File: config.mk
export PLATFORM = sky130hd
export DESIGN_NAME = can_response_reassembler
export DESIGN_NICKNAME = d
export VERILOG_FILES = /design/src/rtl/crr_pkg.sv /design/src/rtl/can_response_reassembler.sv /design/src/rtl/crr_step.sv
export SDC_FILE = /design/constraint.sdc
export NUM_CORES = 1
export LEC_CHECK = 0
export BUFFER_PORTS_ARGS = -buffer_cell sky130_fd_sc_hd__buf_2
export CORE_UTILIZATION = 40
export CTS_CLUSTER_DIAMETER = 40
export DETAILED_ROUTE_END_ITERATION = 12
export HOLD_SLACK_MARGIN = 0.1
export REMOVE_ABC_BUFFERS = 1
export SYNTH_ARGS = -nofsm -noshare
export SYNTH_HDL_FRONTEND = slang
export SYNTH_SLANG_ARGS = --single-unit
File: constraint.sdc
create_clock -name clk -period 9.1 [get_ports clk]
set_clock_uncertainty 0.2 [all_clocks]
set_input_delay 0.91 -clock clk [delete_from_list [all_inputs] [get_ports clk]]
set_output_delay 0.91 -clock clk [all_outputs]
set_load 0.1 [all_outputs]
File: src/rtl/crr_pkg.sv
// Package for the CAN response reassembler: shared types, codes and helpers.
// No dependencies.
`default_nettype none
package crr_pkg;

  localparam logic [15:0] MULTI_HEAD_WORD = 16'hffff;
  localparam logic [15:0] BYTE_LIMIT_RESET = 16'd8;
  localparam logic [6:0] HUNT_LIMIT_RESET = 7'd100;
  localparam logic [7:0] HOST_ADDRESS_RESET = 8'd1;
  localparam logic [2:0] CHUNK_MAX = 3'd6;

  typedef enum logic [2:0] {
    REG_EXPECTED_CODE = 3'd0,
    REG_HOST_ADDRESS  = 3'd1,
    REG_BYTE_LIMIT    = 3'd2,
    REG_HUNT_LIMIT    = 3'd3
  } crr_reg_t;

  typedef enum logic [1:0] {
    OUTCOME_OK        = 2'd0,
    OUTCOME_SYNC_FAIL = 2'd1,
    OUTCOME_PKG_LOST  = 2'd2
  } crr_outcome_t;

  typedef struct packed {
    logic [15:0] expected_code;
    logic [7:0]  host_address;
    logic [15:0] byte_limit;
    logic [6:0]  hunt_limit;
  } crr_cfg_t;

  typedef struct packed {
    logic        collecting;
    logic [6:0]  hunt_count;
    logic [15:0] next_id;
    logic [15:0] byte_total;
    logic [31:0] captured_time;
  } crr_state_t;

  typedef struct packed {
    logic [47:0]  chunk;
    logic [2:0]   chunk_count;
    logic [15:0]  total_bytes;
    crr_outcome_t outcome;
    logic         final_res;
    logic [31:0]  start_time;
  } crr_result_t;

  // keeps the first n bytes of a left-aligned 48-bit chunk
  function automatic logic [47:0] keep_mask(input logic [2:0] n);
    logic [47:0] m;
    m = '0;
    for (int i = 0; i < 6; i++) begin
      if (3'(i) < n) begin
        m[47 - 8 * i -: 8] = 8'hff;
      end
    end
    return m;
  endfunction

endpackage
`default_nettype wire

File: src/rtl/can_response_reassembler.sv
// CAN response reassembler top level: config registers, frame register, result register.
// A frame is held in the frame register and decoded; a frame that yields a result has
// it registered, raising result_valid. Throughput: one frame per cycle, set by the
// combinational decode between the two registers; stalls only on result_stall.
// Reset (rst, synchronous): config to defaults, hunting with zero counts, no result pending.
// Depends on crr_pkg and crr_step.
`default_nettype none
module can_response_reassembler import crr_pkg::*; (
  input  wire         clk,
  input  wire         rst,
  input  wire         frame_valid,
  output logic        frame_stall,
  input  wire  [63:0] frame_bytes,
  input  wire  [31:0] frame_time,
  output logic        result_valid,
  input  wire         result_stall,
  output logic [47:0] chunk,
  output logic [2:0]  chunk_count,
  output logic [15:0] total_bytes,
  output logic [1:0]  outcome,
  output logic        final_res,
  output logic [31:0] start_time,
  input  wire         cfg_valid,
  output logic        cfg_ready,
  input  wire  [2:0]  cfg_index,
  input  wire  [15:0] cfg_data
);

  crr_cfg_t    cfg;
  crr_state_t  state;
  crr_state_t  state_next;
  crr_result_t step_result;
  crr_result_t result;
  logic        step_fire;
  logic        hold_valid;
  logic [63:0] hold_frame;
  logic [31:0] hold_time;
  logic        advance;
  logic        frame_take;

  assign cfg_ready  = 1'b1;
  assign advance    = hold_valid && (!result_valid || !result_stall);
  assign frame_stall = hold_valid && !advance;
  assign frame_take = frame_valid && !frame_stall;

  always_ff @(posedge clk) begin
    if (rst) begin
      cfg.expected_code <= '0;
      cfg.host_address  <= HOST_ADDRESS_RESET;
      cfg.byte_limit    <= BYTE_LIMIT_RESET;
      cfg.hunt_limit    <= HUNT_LIMIT_RESET;
    end else if (cfg_valid && cfg_ready) begin
      unique case (cfg_index)
        REG_EXPECTED_CODE: cfg.expected_code <= cfg_data;
        REG_HOST_ADDRESS:  cfg.host_address  <= cfg_data[7:0];
        REG_BYTE_LIMIT:    cfg.byte_limit    <= cfg_data;
        REG_HUNT_LIMIT:    cfg.hunt_limit    <= cfg_data[6:0];
        default: ;
      endcase
    end
  end

  always_ff @(posedge clk) begin
    if (rst) begin
      hold_valid <= 1'b0;
    end else if (frame_take) begin
      hold_valid <= 1'b1;
    end else if (advance) begin
      hold_valid <= 1'b0;
    end
  end

  always_ff @(posedge clk) begin
    if (frame_take) begin
      hold_frame <= frame_bytes;
      hold_time  <= frame_time;
    end
  end

  crr_step u_step (
    .cfg         (cfg),
    .state       (state),
    .frame_bytes (hold_frame),
    .frame_time  (hold_time),
    .state_next  (state_next),
    .result      (step_result),
    .fire        (step_fire)
  );

  always_ff @(posedge clk) begin
    if (rst) begin
      state <= '0;
    end else if (advance) begin
      state <= state_next;
    end
  end

  always_ff @(posedge clk) begin
    if (rst) begin
      result_valid <= 1'b0;
    end else if (advance && step_fire) begin
      result_valid <= 1'b1;
    end else if (!result_stall) begin
      result_valid <= 1'b0;
    end
  end

  always_ff @(posedge clk) begin
    if (advance && step_fire) begin
      result <= step_result;
    end
  end

  assign chunk       = result.chunk;
  assign chunk_count = result.chunk_count;
  assign total_bytes = result.total_bytes;
  assign outcome     = result.outcome;
  assign final_res   = result.final_res;
  assign start_time  = result.start_time;

  a_collect_clears_hunt: assert property (@(posedge clk) disable iff (rst)
    state.collecting |-> (state.hunt_count == 7'd0))
    else $error("hunt count nonzero while collecting");

  a_sync_fail_empty: assert property (@(posedge clk) disable iff (rst)
    (result_valid && (result.outcome == OUTCOME_SYNC_FAIL))
      |-> (result.chunk_count == 3'd0 && result.final_res && result.total_bytes == 16'd0))
    else $error("sync failure result carries data");

  a_count_bound: assert property (@(posedge clk) disable iff (rst)
    result_valid |-> (result.chunk_count <= CHUNK_MAX))
    else $error("chunk count above six");

  a_stall_means_held: assert property (@(posedge clk) disable iff (rst)
    frame_stall |-> (hold_valid && result_valid && result_stall))
    else $error("frame stalled with free result slot");

endmodule
`default_nettype wire

File: src/rtl/crr_step.sv
// Frame decode and state update for one received CAN frame.
// Depends on crr_pkg.
`default_nettype none
module crr_step import crr_pkg::*; (
  input  wire crr_cfg_t    cfg,
  input  wire crr_state_t  state,
  input  wire [63:0]       frame_bytes,
  input  wire [31:0]       frame_time,
  output crr_state_t       state_next,
  output crr_result_t      result,
  output logic             fire
);

  logic [15:0] w0;
  logic        is_head;
  logic        is_single;
  logic [15:0] head_id;
  logic [1:0]  single_n;
  logic [6:0]  hunt_inc;
  logic [6:0]  hunt_lim;
  logic [15:0] room;
  logic [2:0]  take_n;
  logic [15:0] total_sum;
  logic [15:0] id_dec;

  assign w0        = frame_bytes[63:48];
  assign head_id   = frame_bytes[47:32];
  assign is_head   = (w0 == MULTI_HEAD_WORD) && (frame_bytes[15:0] == cfg.expected_code)
                     && (frame_bytes[23:16] == cfg.host_address);
  assign is_single = (w0 == 16'd0) && (frame_bytes[31:16] == cfg.expected_code)
                     && (frame_bytes[39:32] == cfg.host_address);
  assign single_n  = (cfg.byte_limit[15:1] == 15'd0) ? {1'b0, cfg.byte_limit[0]} : 2'd2;
  assign hunt_inc  = state.hunt_count + 7'd1;
  assign hunt_lim  = (cfg.hunt_limit == 7'd0) ? 7'd1 : cfg.hunt_limit;
  assign room      = (cfg.byte_limit > state.byte_total) ?
                     (cfg.byte_limit - state.byte_total) : 16'd1;
  assign take_n    = (room < {13'd0, CHUNK_MAX}) ? room[2:0] : CHUNK_MAX;
  assign total_sum = state.byte_total + {13'd0, take_n};
  assign id_dec    = state.next_id - 16'd1;

  always_comb begin
    state_next = state;
    result     = '0;
    result.outcome = OUTCOME_OK;
    fire       = 1'b0;
    if (!state.collecting) begin
      priority if (is_head) begin
        state_next.hunt_count    = '0;
        state_next.captured_time = frame_time;
        state_next.byte_total    = '0;
        if (head_id <= 16'd1) begin
          fire              = 1'b1;
          result.final_res  = 1'b1;
          result.start_time = frame_time;
        end else begin
          state_next.next_id    = head_id - 16'd1;
          state_next.collecting = 1'b1;
        end
      end else if (is_single) begin
        state_next.hunt_count    = '0;
        state_next.captured_time = frame_time;
        state_next.byte_total    = {14'd0, single_n};
        fire               = 1'b1;
        result.chunk       = {frame_bytes[15:0], 32'd0} & keep_mask({1'b0, single_n});
        result.chunk_count = {1'b0, single_n};
        result.total_bytes = {14'd0, single_n};
        result.final_res   = 1'b1;
        result.start_time  = frame_time;
      end else begin
        if (hunt_inc >= hunt_lim) begin
          state_next.hunt_count = '0;
          fire             = 1'b1;
          result.outcome   = OUTCOME_SYNC_FAIL;
          result.final_res = 1'b1;
        end else begin
          state_next.hunt_count = hunt_inc;
        end
      end
    end else if (w0 != state.next_id) begin
      state_next.collecting = 1'b0;
      state_next.hunt_count = '0;
      fire               = 1'b1;
      result.total_bytes = state.byte_total;
      result.outcome     = OUTCOME_PKG_LOST;
      result.final_res   = 1'b1;
      result.start_time  = state.captured_time;
    end else begin
      state_next.byte_total = total_sum;
      fire               = 1'b1;
      result.chunk       = frame_bytes[47:0] & keep_mask(take_n);
      result.chunk_count = take_n;
      result.total_bytes = total_sum;
      result.start_time  = state.captured_time;
      if (total_sum >= cfg.byte_limit) begin
        result.final_res = 1'b1;
      end else begin
        state_next.next_id = id_dec;
        result.final_res   = (id_dec == 16'd0);
      end
      if (result.final_res) begin
        state_next.collecting = 1'b0;
        state_next.hunt_count = '0;
      end
    end
  end

endmodule
`default_nettype wire

==> impl_metrics.toml <==
[outcome]
outcome = "finished clean"

[placement]
io_buffer_count = 223
place_hpwl_um = 29000
minimum_setup_slack_after_placement_ns = 0.722
routability_congestion_estimate = 0.931

[clocking]
numClockSinks = 319
htree_num_levels = 2
clk_path_buf_depth = 3
clock_tree.root_cell = "sky130_fd_sc_hd__clkbuf_16"
ctsHoldBuffers = 0
clkLatencyLatePin_ns = 0.59
tritoncts = "built"
cts_buf_count = 47
clk_pin_slew_ns = 0.06

[die]
row_count = 70
design.portCount = 225
dieArea_mm2 = 0.0381
fp.dieW_um = 195
die_height_um = 195
initial_utilization = 0.407
coreArea_mm2 = 0.0367

[synth]
synth_area_per_inst_um2 = 10.8
complex_gate_fraction_of_the_synthesized_area = 0.120
synth_cell_types = 69
synth_area_mm2 = 0.0149
synth_simple_gate_area_share = 0.155
yosys_most_used_dff = "sky130_fd_sc_hd__edfxtp_1"
async_flop_share = 0
number_of_synthesized_flops_with_an_enable_pin = 198
yosys-mux-area-fraction = 0.0263
synth.yosys.warnings = 0
synth.ff_latch_count = 319
share_of_the_yosys_chip_area_belonging_to_registers = 0.560
xor_xnor_share_of_the_synthesized_area = 0.0673
post_syn_instances = 1383
synth_top_family_by_area = "simple AND/OR/NAND/NOR gates"
synth_fa_ha_area_frac = 0.0420

[grt]
grt_antenna_before_repair = 4
grt_first_pass_wirelength_um = 63800
first_global_vias = 11500
grt_max_degree = 71
grt.overflow.total = 0
gr-usage-all-layers = 0.217

[route]
ant_nets = 0
detailedRoute.firstPassIterationCount = 5
finalWirelength_um = 40800
post-route-drc-count = 0
drtIter0Drc = 882
via_per_inst = 5.35
dr_total_vias = 11300
wl_per_cell_um = 19.3

[pwr]
fraction_of_power_consumed_by_sequential_logic = 0.424
share_comb_of_total_power = 0.067
static-leakage-power_nw = 6.83
power_switching_mw = 0.929
cellPowerDensity_mw_per_mm2 = 208
pwr-share-clk = 0.508
cellInternalPower_mw = 2.87
switching_share = 0.245
worst_ir_drop_on_vdd_mv = 0.125

[sta]
timing.final.hold_violations = 0
timing.max_slew.rel_slack = 0.211
clock.fmax_mhz = 121
final.period_utilization = 0.910
rsz0062_at_grt = "no"
min_period_ns = 8.28
setup_viol = 0
least_margin_pin_slew_ns = 1.18
final_critical_path_setup_slack_ns = 0.818
drv_slew = 0
setup_tns_ns = 0

[critical_path]
crit_path_buf_inv_count = 4
critical_path_arrival_ns = 8.59
timing_worst_setup_path_type = "reg2reg"
endpoint_kind = "flip-flop"
crit_family = "simple AND/OR/NAND/NOR gates"
cp_slowest_stage_delay_ns = 0.57
worstPathRequired_ns = 9.40
setup.worst_path.start_class = "flip-flop"
critPathMaxFanout = 13
library_cell_contributing_the_largest_single_delay_on_the_critical_path = "sky130_fd_sc_hd__a2111oi_0"
critical-path-top-cell-by-count = "sky130_fd_sc_hd__ha_1"

[min_path]
class_of_the_tightest_hold_or_removal_check = "reg2reg"

[layout]
area.sequential_mm2 = 0.00837
final.fill_count = 3283
mostFrequentLayoutCell = "sky130_fd_sc_hd__buf_2"
layout_area_growth_over_synthesis_pct = 22.2
most-common-layout-cells = "sky130_fd_sc_hd__buf_2 (222), sky130_fd_sc_hd__edfxtp_1 (198), sky130_fd_sc_hd__nand2_1 (153)"
multi_input_comb_area_mm2 = 0.00618
finalNetCount = 1779
layout_cell_share_with_drive_strength_beyond_1 = 0.210

[job]
maxCapViolCount = 0
[worst min-delay path, stage by stage, from the launching register on]
cell	delay (ns)
sky130_fd_sc_hd__dfxtp_1	0.31
sky130_fd_sc_hd__nand2_1	0.05
sky130_fd_sc_hd__a21oi_1	0.06
[path summary, 6_finish.rpt]
| path | to | slack [ns] | cells after the start | from |
|---|---|---|---|---|
| worst min-delay path | cfg[0] | 0.26 | 2 | cfg[0] |
| worst max register to register | state[64] | 0.82 | 33 | cfg[7] |
| worst max-delay path | state[64] | 0.82 | 33 | cfg[7] |
| worst min register to register | cfg[0] | 0.26 | 2 | cfg[0] |
[cell type report]
type                            count  area share
Tap cell                          468      0.0321
Multi-Input combinational cell    952       0.338
Sequential cell                   319       0.458
Antenna cell                        4    0.000548
Timing Repair Buffer              238      0.0674
Inverter                           52      0.0107
Clock buffer                       54      0.0669
Clock inverter                     33      0.0256
[flip-flops by register name (all words and copies together), names as in the netlist, 3 cells and up]
name	cells
cfg	47
chunk	48
chunk_count	3
hold_frame	64
hold_time	32
start_time	32
state	72
total_bytes	16
[cell usage after synthesis (all sizes together) (37+ instances only)]
master  count  area share
and2       39       0.016
dfxtp     121        0.16
nor2      116       0.029
nand2     153       0.038
xor2       39       0.023
clkbuf     57       0.014
a21oi     100       0.034
a22o       42       0.025
inv        48       0.012
xnor2      75       0.044
o21ai      44       0.015
edfxtp    198        0.40
mux2i      37       0.025
ha         47       0.039
[per-stage QoR]
step / hold slack [ns] / utilization / cells / power (mW) / area (um2)
CTS: 0.261 / 0.497 / 2116 / 3.83 / 18200
global route: 0.278 / 0.498 / 2120 / 3.92 / 18300
floorplan: 0.230 / - / 1323 / 1.80 / 14700
finish: 0.261 / 0.498 / 2120 / 3.80 / 18300
detailed placement: 0.253 / 0.451 / 2029 / 1.90 / 16600
global placement: 0.247 / 0.451 / 2029 / 1.89 / 16600
[metal layers]
layer / GRT usage / vias to the layer above / wire length (um)
li1: - / 5470 / -
met3: 0.0444 / 67 / 2270
met2: 0.368 / 317 / 20400
met1: 0.272 / 5485 / 17100
met5: 0 / - / 0
met4: 0.0784 / 0 / 1080
[power by group through the flow]
| stage | logic (mW) | registers [mW] | clock network (mW) |
|---|---|---|---|
| after global routing | 0.277 | 1.61 | 2.02 |
| after detailed placement | 0.255 | 1.64 | 0 |
| after global placement | 0.255 | 1.64 | 0 |
| after floorplan | 0.104 | 1.70 | 0 |
| final | 0.256 | 1.61 | 1.93 |
| after CTS | 0.256 | 1.61 | 1.96 |
[kinds of logic (layout without fill, tap and decap cells)]
family / count (synthesis) / count (layout)
fa+ha+maj: 49 / 49
xor+xnor: 114 / 114
mux: 39 / 39
other cells: 1 / 5
flops: 319 / 319
simple gates: 478 / 478
buf+inv: 112 / 377
compound gates: 271 / 271
[timing repair]
action | in CTS | in global routing
endpoints found under the setup margin | 0 | 5
gates resized for setup | 0 | 1
buffers inserted | 0 | 0
Note: power is estimated with default switching activity, not from simulation.
